`src/hdl/swm_pkg.sv`:
```
// ----------------------------------------------------------------------------
// swm_pkg
// Shared constants and controller/datapath command and status types for the
// sliding window maximum block.
// ----------------------------------------------------------------------------
package swm_pkg;

   localparam int SAMPLE_WIDTH_DEF = 32;
   localparam int WINDOW_MAX_DEF   = 64;
   localparam int WSIZE_W          = 7;
   localparam int POS_W            = 7;

   typedef struct packed {
      logic accept;
      logic rd_tail;
      logic rd_head;
      logic pop_tail;
      logic pop_head;
      logic append;
      logic load_out;
   } swm_cmd_type;

   typedef struct packed {
      logic count_zero;
      logic tail_less;
      logic head_expired;
      logic emit;
      logic out_busy;
   } swm_status_type;

endpackage

```
`src/hdl/swm_channels.sv`:
```
// ----------------------------------------------------------------------------
// swm channels
// Valid/ready channel interfaces for samples, results and the window size.
// ----------------------------------------------------------------------------
interface swm_req_if #(
   parameter int SAMPLE_WIDTH = swm_pkg::SAMPLE_WIDTH_DEF
);
   logic                           valid;
   logic                           ready;
   logic signed [SAMPLE_WIDTH-1:0] sample;
   logic                           start_req;

   modport source (output valid, output sample, output start_req, input ready);
   modport sink   (input valid, input sample, input start_req, output ready);
endinterface

interface swm_rsp_if #(
   parameter int SAMPLE_WIDTH = swm_pkg::SAMPLE_WIDTH_DEF
);
   logic                           valid;
   logic                           ready;
   logic signed [SAMPLE_WIDTH-1:0] window_max;

   modport source (output valid, output window_max, input ready);
   modport sink   (input valid, input window_max, output ready);
endinterface

interface swm_csr_if;
   logic                         valid;
   logic                         ready;
   logic [swm_pkg::WSIZE_W-1:0]  window_size;

   modport source (output valid, output window_size, input ready);
   modport sink   (input valid, input window_size, output ready);
endinterface

```
`src/hdl/swm_datapath.sv`:
```
// ----------------------------------------------------------------------------
// swm_datapath
// Candidate memory, deque pointers, stream counters, window size register
// and the result register.
// ----------------------------------------------------------------------------
module swm_datapath #(
   parameter int SAMPLE_WIDTH = swm_pkg::SAMPLE_WIDTH_DEF,
   parameter int WINDOW_MAX   = swm_pkg::WINDOW_MAX_DEF
) (
   input  logic                                 clock,
   input  logic                                 reset,
   input  swm_pkg::swm_cmd_type                 cmd,
   output swm_pkg::swm_status_type              status,
   input  logic signed [SAMPLE_WIDTH-1:0]       req_sample,
   input  logic                                 req_start_req,
   input  logic                                 csr_valid,
   input  logic [swm_pkg::WSIZE_W-1:0]          csr_window_size,
   output logic                                 rsp_valid,
   input  logic                                 rsp_ready,
   output logic signed [SAMPLE_WIDTH-1:0]       rsp_window_max
);
   import swm_pkg::*;

   localparam int PTR_W = (WINDOW_MAX > 1) ? $clog2(WINDOW_MAX) : 1;
   localparam int CNT_W = $clog2(WINDOW_MAX + 1);
   localparam int WCLAMP = (WINDOW_MAX < 127) ? WINDOW_MAX : 127;
   localparam logic [WSIZE_W-1:0] WCLAMP_V = WSIZE_W'(WCLAMP);
   localparam logic [PTR_W-1:0]   PTR_LAST = PTR_W'(WINDOW_MAX - 1);

   logic signed [SAMPLE_WIDTH-1:0] value_mem [WINDOW_MAX];
   logic [POS_W-1:0]               pos_mem   [WINDOW_MAX];

   logic signed [SAMPLE_WIDTH-1:0] sample_ff;
   logic signed [SAMPLE_WIDTH-1:0] rd_val_ff;
   logic [POS_W-1:0]               rd_pos_ff;
   logic signed [SAMPLE_WIDTH-1:0] out_ff, out_in;
   logic                           out_valid_ff, out_valid_in;
   logic [PTR_W-1:0]               head_ff, head_in;
   logic [PTR_W-1:0]               wr_ff, wr_in;
   logic [CNT_W-1:0]               count_ff, count_in;
   logic [POS_W-1:0]               pos_ff, pos_in;
   logic [WSIZE_W-1:0]             seen_ff, seen_in;
   logic [WSIZE_W-1:0]             wsize_ff, wsize_in;

   logic [WSIZE_W-1:0]             win;
   logic [WSIZE_W-1:0]             seen_next;
   logic [PTR_W-1:0]               tail_idx;
   logic [PTR_W-1:0]               rd_addr;
   logic [POS_W-1:0]               age;

   function automatic logic [PTR_W-1:0] ptr_inc(input logic [PTR_W-1:0] p);
      return (p == PTR_LAST) ? '0 : p + PTR_W'(1);
   endfunction

   function automatic logic [PTR_W-1:0] ptr_dec(input logic [PTR_W-1:0] p);
      return (p == '0) ? PTR_LAST : p - PTR_W'(1);
   endfunction

   always_comb begin
      if (wsize_ff == '0) begin
         win = WSIZE_W'(1);
      end else if (wsize_ff > WCLAMP_V) begin
         win = WCLAMP_V;
      end else begin
         win = wsize_ff;
      end
   end

   assign seen_next = (seen_ff < win) ? seen_ff + WSIZE_W'(1) : seen_ff;
   assign tail_idx  = ptr_dec(wr_ff);
   assign rd_addr   = cmd.rd_tail ? tail_idx : head_ff;
   assign age       = pos_ff - rd_pos_ff;

   assign status.count_zero   = (count_ff == '0);
   assign status.tail_less    = (rd_val_ff < sample_ff);
   assign status.head_expired = (age >= win);
   assign status.emit         = (seen_next >= win);
   assign status.out_busy     = out_valid_ff && !rsp_ready;

   always_comb begin
      head_in      = head_ff;
      wr_in        = wr_ff;
      count_in     = count_ff;
      pos_in       = pos_ff;
      seen_in      = seen_ff;
      wsize_in     = wsize_ff;
      out_in       = out_ff;
      out_valid_in = out_valid_ff && !rsp_ready;
      if (csr_valid) begin
         wsize_in = csr_window_size;
      end
      if (cmd.accept && req_start_req) begin
         head_in  = '0;
         wr_in    = '0;
         count_in = '0;
         pos_in   = '0;
         seen_in  = '0;
      end
      if (cmd.pop_tail) begin
         wr_in    = tail_idx;
         count_in = count_ff - CNT_W'(1);
      end
      if (cmd.pop_head) begin
         head_in  = ptr_inc(head_ff);
         count_in = count_ff - CNT_W'(1);
      end
      if (cmd.append) begin
         wr_in    = ptr_inc(wr_ff);
         count_in = count_ff + CNT_W'(1);
         pos_in   = pos_ff + POS_W'(1);
         seen_in  = seen_next;
      end
      if (cmd.load_out) begin
         out_in       = (count_ff == '0) ? sample_ff : rd_val_ff;
         out_valid_in = 1'b1;
      end
   end

   always_ff @(posedge clock) begin
      if (reset) begin
         head_ff      <= '0;
         wr_ff        <= '0;
         count_ff     <= '0;
         pos_ff       <= '0;
         seen_ff      <= '0;
         wsize_ff     <= WSIZE_W'(1);
         out_valid_ff <= 1'b0;
      end else begin
         head_ff      <= head_in;
         wr_ff        <= wr_in;
         count_ff     <= count_in;
         pos_ff       <= pos_in;
         seen_ff      <= seen_in;
         wsize_ff     <= wsize_in;
         out_valid_ff <= out_valid_in;
      end
   end

   always_ff @(posedge clock) begin
      out_ff <= out_in;
      if (cmd.accept) begin
         sample_ff <= req_sample;
      end
   end

   always_ff @(posedge clock) begin
      if (cmd.append) begin
         value_mem[wr_ff] <= sample_ff;
         pos_mem[wr_ff]   <= pos_ff;
      end
      if (cmd.rd_tail || cmd.rd_head) begin
         rd_val_ff <= value_mem[rd_addr];
         rd_pos_ff <= pos_mem[rd_addr];
      end
   end

   assign rsp_valid      = out_valid_ff;
   assign rsp_window_max = out_ff;

endmodule

```
`src/hdl/swm_controller.sv`:
```
// ----------------------------------------------------------------------------
// swm_controller
// Sequences one sample through tail drops, head expiry and the append.
// ----------------------------------------------------------------------------
module swm_controller (
   input  logic                     clock,
   input  logic                     reset,
   input  logic                     req_valid,
   output logic                     req_ready,
   input  swm_pkg::swm_status_type  status,
   output swm_pkg::swm_cmd_type     cmd
);
   import swm_pkg::*;

   localparam logic [2:0] ST_IDLE     = 3'd0;
   localparam logic [2:0] ST_TAIL_RD  = 3'd1;
   localparam logic [2:0] ST_TAIL_CMP = 3'd2;
   localparam logic [2:0] ST_HEAD_RD  = 3'd3;
   localparam logic [2:0] ST_HEAD_CMP = 3'd4;
   localparam logic [2:0] ST_APPEND   = 3'd5;

   logic [2:0] state_ff, state_in;

   assign req_ready = (state_ff == ST_IDLE);

   always_comb begin
      state_in = state_ff;
      cmd      = '0;
      unique case (state_ff)
         ST_IDLE: begin
            if (req_valid) begin
               cmd.accept = 1'b1;
               state_in   = ST_TAIL_RD;
            end
         end
         ST_TAIL_RD: begin
            if (status.count_zero) begin
               state_in = ST_HEAD_RD;
            end else begin
               cmd.rd_tail = 1'b1;
               state_in    = ST_TAIL_CMP;
            end
         end
         ST_TAIL_CMP: begin
            if (status.tail_less) begin
               cmd.pop_tail = 1'b1;
               state_in     = ST_TAIL_RD;
            end else begin
               state_in = ST_HEAD_RD;
            end
         end
         ST_HEAD_RD: begin
            if (status.count_zero) begin
               state_in = ST_APPEND;
            end else begin
               cmd.rd_head = 1'b1;
               state_in    = ST_HEAD_CMP;
            end
         end
         ST_HEAD_CMP: begin
            if (status.head_expired) begin
               cmd.pop_head = 1'b1;
               state_in     = ST_HEAD_RD;
            end else begin
               state_in = ST_APPEND;
            end
         end
         ST_APPEND: begin
            if (!(status.emit && status.out_busy)) begin
               cmd.append   = 1'b1;
               cmd.load_out = status.emit;
               state_in     = ST_IDLE;
            end
         end
         default: begin
            state_in = ST_IDLE;
         end
      endcase
   end

   always_ff @(posedge clock) begin
      if (reset) begin
         state_ff <= ST_IDLE;
      end else begin
         state_ff <= state_in;
      end
   end

endmodule

```
`src/hdl/sliding_window_maximum.sv`:
```
// ----------------------------------------------------------------------------
// sliding_window_maximum
// Sequence: an accepted sample reads and drops deque tail entries while
//   smaller, then head entries while expired, then is appended and any
//   result registered, through the single read port of the candidate memory.
// Samples: a new one is taken only once the last is appended; a waiting
//   result holds the append of the next sample that produces a result.
// Reset: synchronous; clears the deque, counters and result valid, window 1.
// ----------------------------------------------------------------------------
module sliding_window_maximum #(
   parameter int SAMPLE_WIDTH = swm_pkg::SAMPLE_WIDTH_DEF,
   parameter int WINDOW_MAX   = swm_pkg::WINDOW_MAX_DEF
) (
   input  logic       clock,
   input  logic       reset,
   swm_req_if.sink    req,
   swm_rsp_if.source  rsp,
   swm_csr_if.sink    csr
);
   import swm_pkg::*;

   swm_cmd_type    cmd;
   swm_status_type status;

   assign csr.ready = 1'b1;

   swm_controller u_ctrl (
      .clock     (clock),
      .reset     (reset),
      .req_valid (req.valid),
      .req_ready (req.ready),
      .status    (status),
      .cmd       (cmd)
   );

   swm_datapath #(
      .SAMPLE_WIDTH (SAMPLE_WIDTH),
      .WINDOW_MAX   (WINDOW_MAX)
   ) u_dp (
      .clock           (clock),
      .reset           (reset),
      .cmd             (cmd),
      .status          (status),
      .req_sample      (req.sample),
      .req_start_req   (req.start_req),
      .csr_valid       (csr.valid),
      .csr_window_size (csr.window_size),
      .rsp_valid       (rsp.valid),
      .rsp_ready       (rsp.ready),
      .rsp_window_max  (rsp.window_max)
   );

endmodule

```
`src/flat_wrapper.sv`:
```
// flat-port wrapper written by rule: the top's interface ports become plain ports
module sliding_window_maximum_flat import swm_pkg::*;
#(
   parameter int SAMPLE_WIDTH = swm_pkg::SAMPLE_WIDTH_DEF,
   parameter int WINDOW_MAX   = swm_pkg::WINDOW_MAX_DEF
)
  (clock, reset, req_valid, req_sample, req_start_req, req_ready, rsp_valid, rsp_window_max, rsp_ready, csr_valid, csr_window_size, csr_ready);
  swm_req_if #(.SAMPLE_WIDTH(SAMPLE_WIDTH)) req_i ();
  swm_rsp_if #(.SAMPLE_WIDTH(SAMPLE_WIDTH)) rsp_i ();
  swm_csr_if csr_i ();
  input  logic clock;
  input  logic reset;
  input wire logic [$bits(req_i.valid)-1:0] req_valid;
  input wire logic [$bits(req_i.sample)-1:0] req_sample;
  input wire logic [$bits(req_i.start_req)-1:0] req_start_req;
  output wire logic [$bits(req_i.ready)-1:0] req_ready;
  output wire logic [$bits(rsp_i.valid)-1:0] rsp_valid;
  output wire logic [$bits(rsp_i.window_max)-1:0] rsp_window_max;
  input wire logic [$bits(rsp_i.ready)-1:0] rsp_ready;
  input wire logic [$bits(csr_i.valid)-1:0] csr_valid;
  input wire logic [$bits(csr_i.window_size)-1:0] csr_window_size;
  output wire logic [$bits(csr_i.ready)-1:0] csr_ready;
  assign req_i.valid = req_valid;
  assign req_i.sample = req_sample;
  assign req_i.start_req = req_start_req;
  assign req_ready = req_i.ready;
  assign rsp_valid = rsp_i.valid;
  assign rsp_window_max = rsp_i.window_max;
  assign rsp_i.ready = rsp_ready;
  assign csr_i.valid = csr_valid;
  assign csr_i.window_size = csr_window_size;
  assign csr_ready = csr_i.ready;
  sliding_window_maximum #(.SAMPLE_WIDTH(SAMPLE_WIDTH), .WINDOW_MAX(WINDOW_MAX)) u_core (.clock(clock), .reset(reset), .req(req_i), .rsp(rsp_i), .csr(csr_i));
endmodule
```
`config.mk`:
```
export PLATFORM = sky130hd
export DESIGN_NAME = sliding_window_maximum_flat
export DESIGN_NICKNAME = d
export VERILOG_FILES = /design/src/hdl/swm_pkg.sv /design/src/hdl/swm_channels.sv /design/src/hdl/swm_datapath.sv /design/src/hdl/swm_controller.sv /design/src/hdl/sliding_window_maximum.sv /design/src/flat_wrapper.sv
export SDC_FILE = /design/constraint.sdc
export NUM_CORES = 2
export LEC_CHECK = 0
export ABC_AREA = 1
export ABC_CLOCK_PERIOD_IN_PS = 8450
export BUFFER_PORTS_ARGS = -buffer_cell sky130_fd_sc_hd__buf_2
export CAP_MARGIN = 10
export CELL_PAD_IN_SITES_DETAIL_PLACEMENT = 1
export CELL_PAD_IN_SITES_GLOBAL_PLACEMENT = 1
export CORE_ASPECT_RATIO = 0.9
export CORE_MARGIN = 2
export CORE_UTILIZATION = 39
export CTS_CLUSTER_DIAMETER = 80
export CTS_CLUSTER_SIZE = 28
export DETAILED_ROUTE_END_ITERATION = 7
export PLACE_DENSITY = 0.72
export SYNTH_ARGS = -nofsm -noshare
export SYNTH_HDL_FRONTEND = slang
export SYNTH_SLANG_ARGS = --single-unit
```
`constraint.sdc`:
```
create_clock -name clock -period 8.45 [get_ports clock]
set_input_delay 2.1125 -clock clock [delete_from_list [all_inputs] [get_ports clock]]
set_output_delay 2.1125 -clock clock [all_outputs]
set_load 0.005 [all_outputs]
```
After elaboration in Yosys (flattened, before gate mapping)
Memories as Yosys holds them, arrays and structs flattened. A register that Yosys moved wholly into a read port is not among the register bits. Index checks and enable logic that the tools add are counted.

Equality and inequality tests: 9. Multiplexer cells: 39. Reductions and logical operators: 14. $lt $le $gt $ge: 5. Add/sub/neg operators: 8.

Operator list (count): $mux W7 (9); $mux W6 (8); $lt A32 B32 Y1 (1); $mux W32 (1); $add A7 B1 Y7 const B (3); $pmux W3 S6 (1); $ge A7 B7 Y1 (2); $logic_not A7 Y1 (2); $mux W1 (14); $add A6 B1 Y6 const B (2); $eq A6 B6 Y1 const B (2); $mux W3 (3); $gt A7 B7 Y1 const B (1); $lt A7 B7 Y1 (1); $sub A7 B1 Y7 const B (1); $sub A7 B7 Y7 (1); $eq A3 B2 Y1 const B (2); $eq A3 B3 Y1 const B (2); $logic_not A6 Y1 (1); $mux W2 (3); $sub A6 B1 Y6 const B (1); $ne A2 B2 Y1 const B (2); $reduce_bool A2 Y1 (2); $reduce_bool A4 Y1 (1); 7 further kinds (9).

Output and inout port bits: 35. Bits in registers: 108. Memories kept: 2. Logic and storage cells: 87. Memory bits (writable): 2496. Bits of input ports: 45.

Memory list: u_core.u_dp.value_mem (depth 64, width 32, rd ports 1, clocked after Yosys merged registers in 1, write ports 1, line swm_datapath.sv:30) `logic signed [SAMPLE_WIDTH-1:0] value_mem [WINDOW_MAX];`; u_core.u_dp.pos_mem (depth 64, width 7, rd ports 1, clocked after Yosys merged registers in 1, write ports 1, line swm_datapath.sv:31) `logic [POS_W-1:0] pos_mem [WINDOW_MAX];`.

Depth between registers and ports, before layout
Word-level depth: 11. Mapped depth: 26. Gate-level depth less buffers: 25.

Modules after synthesis
Synthesis repeated with hierarchy kept, for this count alone.

Cell total of the unflattened synthesis: 10312. Area total of the unflattened synthesis: 113621.5 um^2.

Modules (own cells, without submodules): swm_datapath (sequential area each 78865.6 um^2, area an instance 113375.0 um^2, instances 1, cells each 10272); swm_controller (sequential area each 60.1 um^2, area an instance 235.2 um^2, instances 1, cells each 38); sliding_window_maximum (sequential area each 0.0 um^2, area an instance 11.3 um^2, instances 1, cells each 2).

Worst setup path before layout
No wires, ideal clock.

Kind: flip-flop to flip-flop. Start: register u_core.u_dp.wsize_ff[4]. End: memory u_core.u_dp.pos_mem[55][0] (enable). Library setup time: 0.533 ns. Slack: 1.160 ns. Arrival: 6.757 ns. Data required time: 7.917 ns. Path buffers: 1. Cell stages (with the launch flop): 20. Clock period less this slack: 7.290 ns. Cell sequence: dfxtp_1 -> nor2_1 -> nand3_1 -> nand2_1 -> nand2_1 -> ha_1 -> nand2_1 -> nor2_1 -> a211oi_1 -> nand2_1 -> o21ai_0 -> inv_1 -> ha_1 -> a21oi_1 -> o21a_1 -> o211ai_1 -> nand2_1 -> nand2_1 -> buf_1 -> nor4_1.

Longest elaborated chain between the ends: 11. Elaborated cells on any way between the ends: 12. Those cells by class: 3 x order compare; 7 x mux; 2 x reduce/logical.

Ends and longest elaborated chain: start: declaration (line swm_datapath.sv:43) `logic [WSIZE_W-1:0] wsize_ff, wsize_in;`; start signal: assignment (line swm_datapath.sv:134) `wsize_ff <= wsize_in;`; $gt A7 B7 Y1 (line swm_datapath.sv:62) `end else if (wsize_ff > WCLAMP_V) begin`; $mux W7 (line swm_datapath.sv:62); $mux W7 * (line swm_datapath.sv:60) `if (wsize_ff == '0) begin`; $lt A7 B7 Y1 (line swm_datapath.sv:69) `assign seen_next = (seen_ff < win) ? seen_ff + WSIZE_W'(1) : seen_ff;`; $mux W7 (line swm_datapath.sv:69); $ge A7 B7 Y1 * (line swm_datapath.sv:77) `assign status.emit = (seen_next >= win);`; $logic_and A1 B1 Y1 * (line swm_controller.sv:69) `if (!(status.emit && status.out_busy)) begin`; $mux W2 * (line swm_controller.sv:69); $mux W2 * (line swm_controller.sv:29) `unique case (state_ff)`; $mux W1 * (line swm_datapath.sv:147) `if (cmd.append) begin`; $mux W1 (not written as such) * (line swm_datapath.sv:149) `pos_mem[wr_ff] <= pos_ff;`; end: declaration (line swm_datapath.sv:31).

Mark *: on every way between the ends. The rest lies on a longest branch, timed or not.

Worst setup path after layout
Start: register u_core.u_dp.wsize_ff[6]. End: memory u_core.u_dp.value_mem[34][23] (netlist bit) (enable).

Longest elaborated chain between the ends: 11. Elaborated cells on any way between the ends: 12. Those cells by class: 3 x order compare; 7 x mux; 2 x reduce/logical.

Ends and longest elaborated chain: $gt A7 B7 Y1 (line swm_datapath.sv:62); $mux W7 (line swm_datapath.sv:62); $mux W7 * (line swm_datapath.sv:60); $lt A7 B7 Y1 (line swm_datapath.sv:69); $mux W7 (line swm_datapath.sv:69); $ge A7 B7 Y1 * (line swm_datapath.sv:77); $logic_and A1 B1 Y1 * (line swm_controller.sv:69); $mux W2 * (line swm_controller.sv:69); $mux W2 * (line swm_controller.sv:29); $mux W1 * (line swm_datapath.sv:147); $mux W1 (not written as such) * (line swm_datapath.sv:148) `value_mem[wr_ff] <= sample_ff;`; end: declaration (line swm_datapath.sv:30).

Marked as above.

==> summary.md <==
The flow ran to the end, and the final reports show no timing, DRC or antenna violations. Summing every instance area after synthesis gives 114000 sq um. The share of post-route cells with drive strength above 1 came out at 0.0569. Average instance area after synthesis: 10.5 sq um. Across all hold checks on the routed design, the worst slack comes to 475 ps. Switching power: 19300 uW. Type of the most critical hold path: reg -> reg.

In this run the number of H-tree levels came out at 4. The sequential share of power came out at 0.366. In this run, synthesis produced a sequential element count of 2643. The floorplan step set the die width to 573 um.

The post-route clock skew was 138 ps; the via total after detailed routing was 79800. The final number of hold-violating endpoints is 0, and the clock latency of the later-clocked register in the worst-skew pair is 920 ps. The number of instances in the synthesized netlist is 10800.

The setup TNS after final layout was 0 ps; the average wire length per cell after detail routing was 25.7 um. The net count of the finished layout is 10800. Relative to the synthesized area, the layout overhead comes to 8.74%. The core region is 291000 sq um. The final worst-path cycle share is 0.778, and the non-filler instance count after layout is 14700. 80 I/O pins were placed. The reg2reg setup slack was 1870 ps.

The final max-slew violation count is 0. The die is 516 um tall. The fraction of the yosys area taken by sequential cells was 0.694.

Row generation in the floorplan step produced 188 rows. The total power divided by cell area was 342 nW/um^2; the DRC violation count after routing was 0. The worst setup path is launched from a register. Buffers placed on the I/O ports in this run total 78. The first detailed-routing pass took 7 iterations.

The floorplan step defined a die boundary enclosing 296000 sq um. For the number of global-route vias before repair, the log shows 81500. The number of cells on the critical path works out to 19. During synthesis, Yosys emitted a total of 0 warnings. The clock net in this run drives a total of 2643 sinks.

Setup repair after global routing left no endpoint under its margin. Buffers added to address setup during post-CTS repair amount to 0. After clock tree synthesis, the clock-pin slew on the worst setup and hold paths is 110 ps. The final core area utilization was 0.425.

Data on the critical path is required at its endpoint by 8990 ps. TritonCTS built the clock tree. The largest net degree at the start of global routing was 197; the clock buffer count from CTS was 140. In this run the deepest clock path goes through 4 buffers. Including well taps, the total number of placed cells is 14400.

Slowest library cell on the worst path: sky130_fd_sc_hd__nor2_4. The logs give 0.391 for the starting density of the core and 0 for the final antenna-violating net count. The proportion of power drawn by combinational gates was 0.444.

The run gives 378000 um as the routed wire length. The number of different library cells used by synthesis comes to 38. Cell count of the worst hold path: 1. Across the run, the number of max-cap violations was 0. Internal power comes to 23000 uW.

The relative slew slack came out at 0.226. The cell that appears most often on the critical path is sky130_fd_sc_hd__nand2_1. For the count of routing violations after the opening detailed-route iteration, the log shows 9606. The run gives 10900 as the post-synth net total.

In the routed layout, each cell is associated on average with a via count of 5.44. In this design, the stage delay of the slowest critical-path cell is 1030 ps. The worst setup path is of the reg -> reg kind. The data arrival time of the worst path came out at 7120 ps. The global router's overall resource usage was 0.250; the setup violation total in the final timing report was 0. The worst path needs 6580 ps of the cycle, external delays included.

For the pin with the worst max-slew slack, the measured transition is 1160 ps. The maximum fanout encountered on the critical timing path is 23. Walking the worst path, the cells encountered are inv_1 -> nand2_1 -> ha_1 -> a21oi_1 -> nor2_1 -> a211oi_1 -> nand2_1 -> o21ai_0 -> inv_1 -> ha_1 -> a21oi_1 -> o21a_1 -> o211ai_1 -> nand2_1 -> nand2_1 -> inv_1 -> nand2_1 -> nor2_4 -> buf_4. The worst-case reg-to-reg path depth was 19. The share of total power consumed by net switching is 0.456.

The element type at the critical path end is a register. For this run the aggregate overflow at the end of global routing stands at 0. The total of hold buffers inserted after clock tree synthesis was 0. The run gives 229000 um as the post-DP HPWL. In this run the static leakage power is 0.0494 uW.

For the number of antenna violations at the first check in global routing, the log shows 27. The run gives 0.191 as the clock group share of total power. The kind of cell with the highest combined delay along the critical path is simple AND/OR/NAND/NOR gates.

The first-pass GRT wire length came out at 549000 um. The tools report the clock root buffer as sky130_fd_sc_hd__clkbuf_16. The number of buffer and inverter instances along the worst setup path works out to 4. The peak supply drop is 0.000407 V, and the quantity of gates resized following cts is 0. Derived from the worst setup path, the maximum achievable clock frequency is 152 MHz. The congestion estimate from routability-driven global placement came to 0.875.
worst paths after layout:
path / startpoint / to
min reg2reg: u_core.u_dp.count_ff[0] / u_core.u_dp.count_ff[0]
max: u_core.u_dp.wsize_ff[6] / u_core.u_dp.value_mem[34][23]
min: u_core.u_dp.count_ff[0] / u_core.u_dp.count_ff[0]
max reg2reg: u_core.u_dp.wsize_ff[6] / u_core.u_dp.value_mem[34][23]
sequential cells by signal (all words and copies together) (netlist names):
signal and count:
u_core.u_dp.rd_pos_ff 7, u_core.u_dp.sample_ff 32, u_core.u_dp.value_mem 2048, u_core.u_dp.head_ff 6
u_core.u_ctrl.state_ff 3, u_core.u_dp.pos_ff 7, u_core.u_dp.rsp_window_max 32, u_core.u_dp.pos_mem 448
u_core.u_dp.rsp_valid 1, u_core.u_dp.wsize_ff 7, u_core.u_dp.seen_ff 7, u_core.u_dp.rd_val_ff 32
u_core.u_dp.wr_ff 6, u_core.u_dp.count_ff 7
area by class of cell:
cell class	count	area [sq um]
well taps	3895	4870
flip-flops and latches	2643	79000
diodes	14	35.0
clock buffers	145	3540
clock inverters	78	966
fillers	31900	167000
repair buffers	304	2470
inverters	1604	6050
multi-input cells	6000	26700
power groups by stage:
| stage | Clock, uW | Combinational [uW] | Sequential [uW] |
|---|---|---|---|
| 6_report | 8060 | 18700 | 15500 |
| 5_1_grt | 8510 | 20100 | 15500 |
| 4_1_cts | 8160 | 18600 | 15400 |
| 3_5_place_dp | 0 | 18500 | 15700 |
| 3_3_place_gp | 0 | 18100 | 15700 |
| 2_1_floorplan | 0 | 10600 | 15900 |
worst register-to-register path, delay by kind of cell, from the launching register on:
kind / cells / cell delay, ps
buffers and inverters: 4 / 1200
adder cells (fa/ha/maj): 2 / 660
AND/OR/NAND/NOR: 7 / 2530
flip-flops: 1 / 350
AO/OA/AOI/OAI: 6 / 1520
metal layers:
metal | track usage | routed length [um] | vias up
met5 | 0 | 0 | -
met4 | 0.111 | 18500 | 0
met3 | 0.0333 | 30800 | 625
met2 | 0.401 | 174000 | 3441
met1 | 0.339 | 155000 | 40600
li1 | - | - | 35200
cell usage in the layout, fill, tap and decap left out, drive strengths merged, types with 5 or more instances in the layout:
| cell | instances |
|---|---|
| a21oi | 57 |
| buf | 304 |
| bufinv | 9 |
| clkbuf | 145 |
| clkinv | 30 |
| clkinvlp | 10 |
| dfxtp | 44 |
| diode | 14 |
| edfxtp | 2599 |
| ha | 65 |
| inv | 1633 |
| nand2 | 3508 |
| nand3 | 1836 |
| nand4 | 18 |
| nor2 | 151 |
| nor3 | 14 |
| o21a | 5 |
| o21ai | 304 |
| xnor2 | 5 |
| xor2 | 17 |
stage by stage:
step           total power (uW)  setup WS [ps]  instance area, sq um
2_1_floorplan             26500           1160                114000
3_3_place_gp              33800           1880                119000
3_5_place_dp              34300           1940                119000
4_1_cts                   42200           1910                124000
5_1_grt                   44000           1450                124000
6_report                  42300           1870                124000
synth_stat cells:
library cell | number | share of area
sky130_fd_sc_hd__a31oi_1 | 4 | 0.00022
sky130_fd_sc_hd__a21o_1 | 1 | 0.000066
sky130_fd_sc_hd__nand3_2 | 2 | 0.00018
sky130_fd_sc_hd__a211oi_1 | 2 | 0.00013
sky130_fd_sc_hd__nand3_1 | 1834 | 0.081
sky130_fd_sc_hd__buf_1 | 54 | 0.0018
sky130_fd_sc_hd__nor2_1 | 148 | 0.0049
sky130_fd_sc_hd__o21a_1 | 5 | 0.00033
sky130_fd_sc_hd__buf_6 | 1 | 0.000099
sky130_fd_sc_hd__o21ai_1 | 20 | 0.00088
sky130_fd_sc_hd__a21oi_1 | 57 | 0.0025
sky130_fd_sc_hd__nor3_1 | 14 | 0.00062
sky130_fd_sc_hd__and2_1 | 1 | 0.000055
sky130_fd_sc_hd__nor2_4 | 2 | 0.00020
sky130_fd_sc_hd__inv_2 | 4 | 0.00013
sky130_fd_sc_hd__o211ai_1 | 3 | 0.00020
sky130_fd_sc_hd__fa_1 | 1 | 0.00018
sky130_fd_sc_hd__nand2_2 | 2 | 0.00011
sky130_fd_sc_hd__nor4_1 | 1 | 0.000055
sky130_fd_sc_hd__nor2_2 | 1 | 0.000055
sky130_fd_sc_hd__nand4_1 | 18 | 0.00099
sky130_fd_sc_hd__clkinv_1 | 2 | 0.000066
sky130_fd_sc_hd__buf_4 | 8 | 0.00053
sky130_fd_sc_hd__edfxtp_1 | 2599 | 0.69
sky130_fd_sc_hd__inv_1 | 1598 | 0.053
sky130_fd_sc_hd__o21bai_4 | 1 | 0.00017
sky130_fd_sc_hd__clkbuf_1 | 138 | 0.0046
sky130_fd_sc_hd__conb_1 | 1 | 0.000033
sky130_fd_sc_hd__o31ai_1 | 1 | 0.000066
sky130_fd_sc_hd__o21ai_0 | 282 | 0.012
sky130_fd_sc_hd__ha_1 | 65 | 0.0072
sky130_fd_sc_hd__buf_2 | 359 | 0.016
sky130_fd_sc_hd__nand2_1 | 3506 | 0.12
sky130_fd_sc_hd__o21ai_2 | 2 | 0.00015
sky130_fd_sc_hd__or2_2 | 4 | 0.00022
sky130_fd_sc_hd__dfxtp_1 | 44 | 0.0077
sky130_fd_sc_hd__xnor2_1 | 5 | 0.00039
sky130_fd_sc_hd__xor2_1 | 17 | 0.0013
kinds of logic (layout without fill, tap and decap cells):
kind of cell	Yosys count	count (layout)	share of synthesized area
flip-flops	2643	2643	0.694
AO/OA/AOI/OAI	378	378	0.0171
AND/OR/NAND/NOR	5533	5533	0.204
XOR/XNOR	22	22	0.00169
adder cells (fa/ha/maj)	66	66	0.00733
other	1	15	0.0000330
buffers and inverters	2164	2131	0.0757
Power figures use the tool's default switching activity.
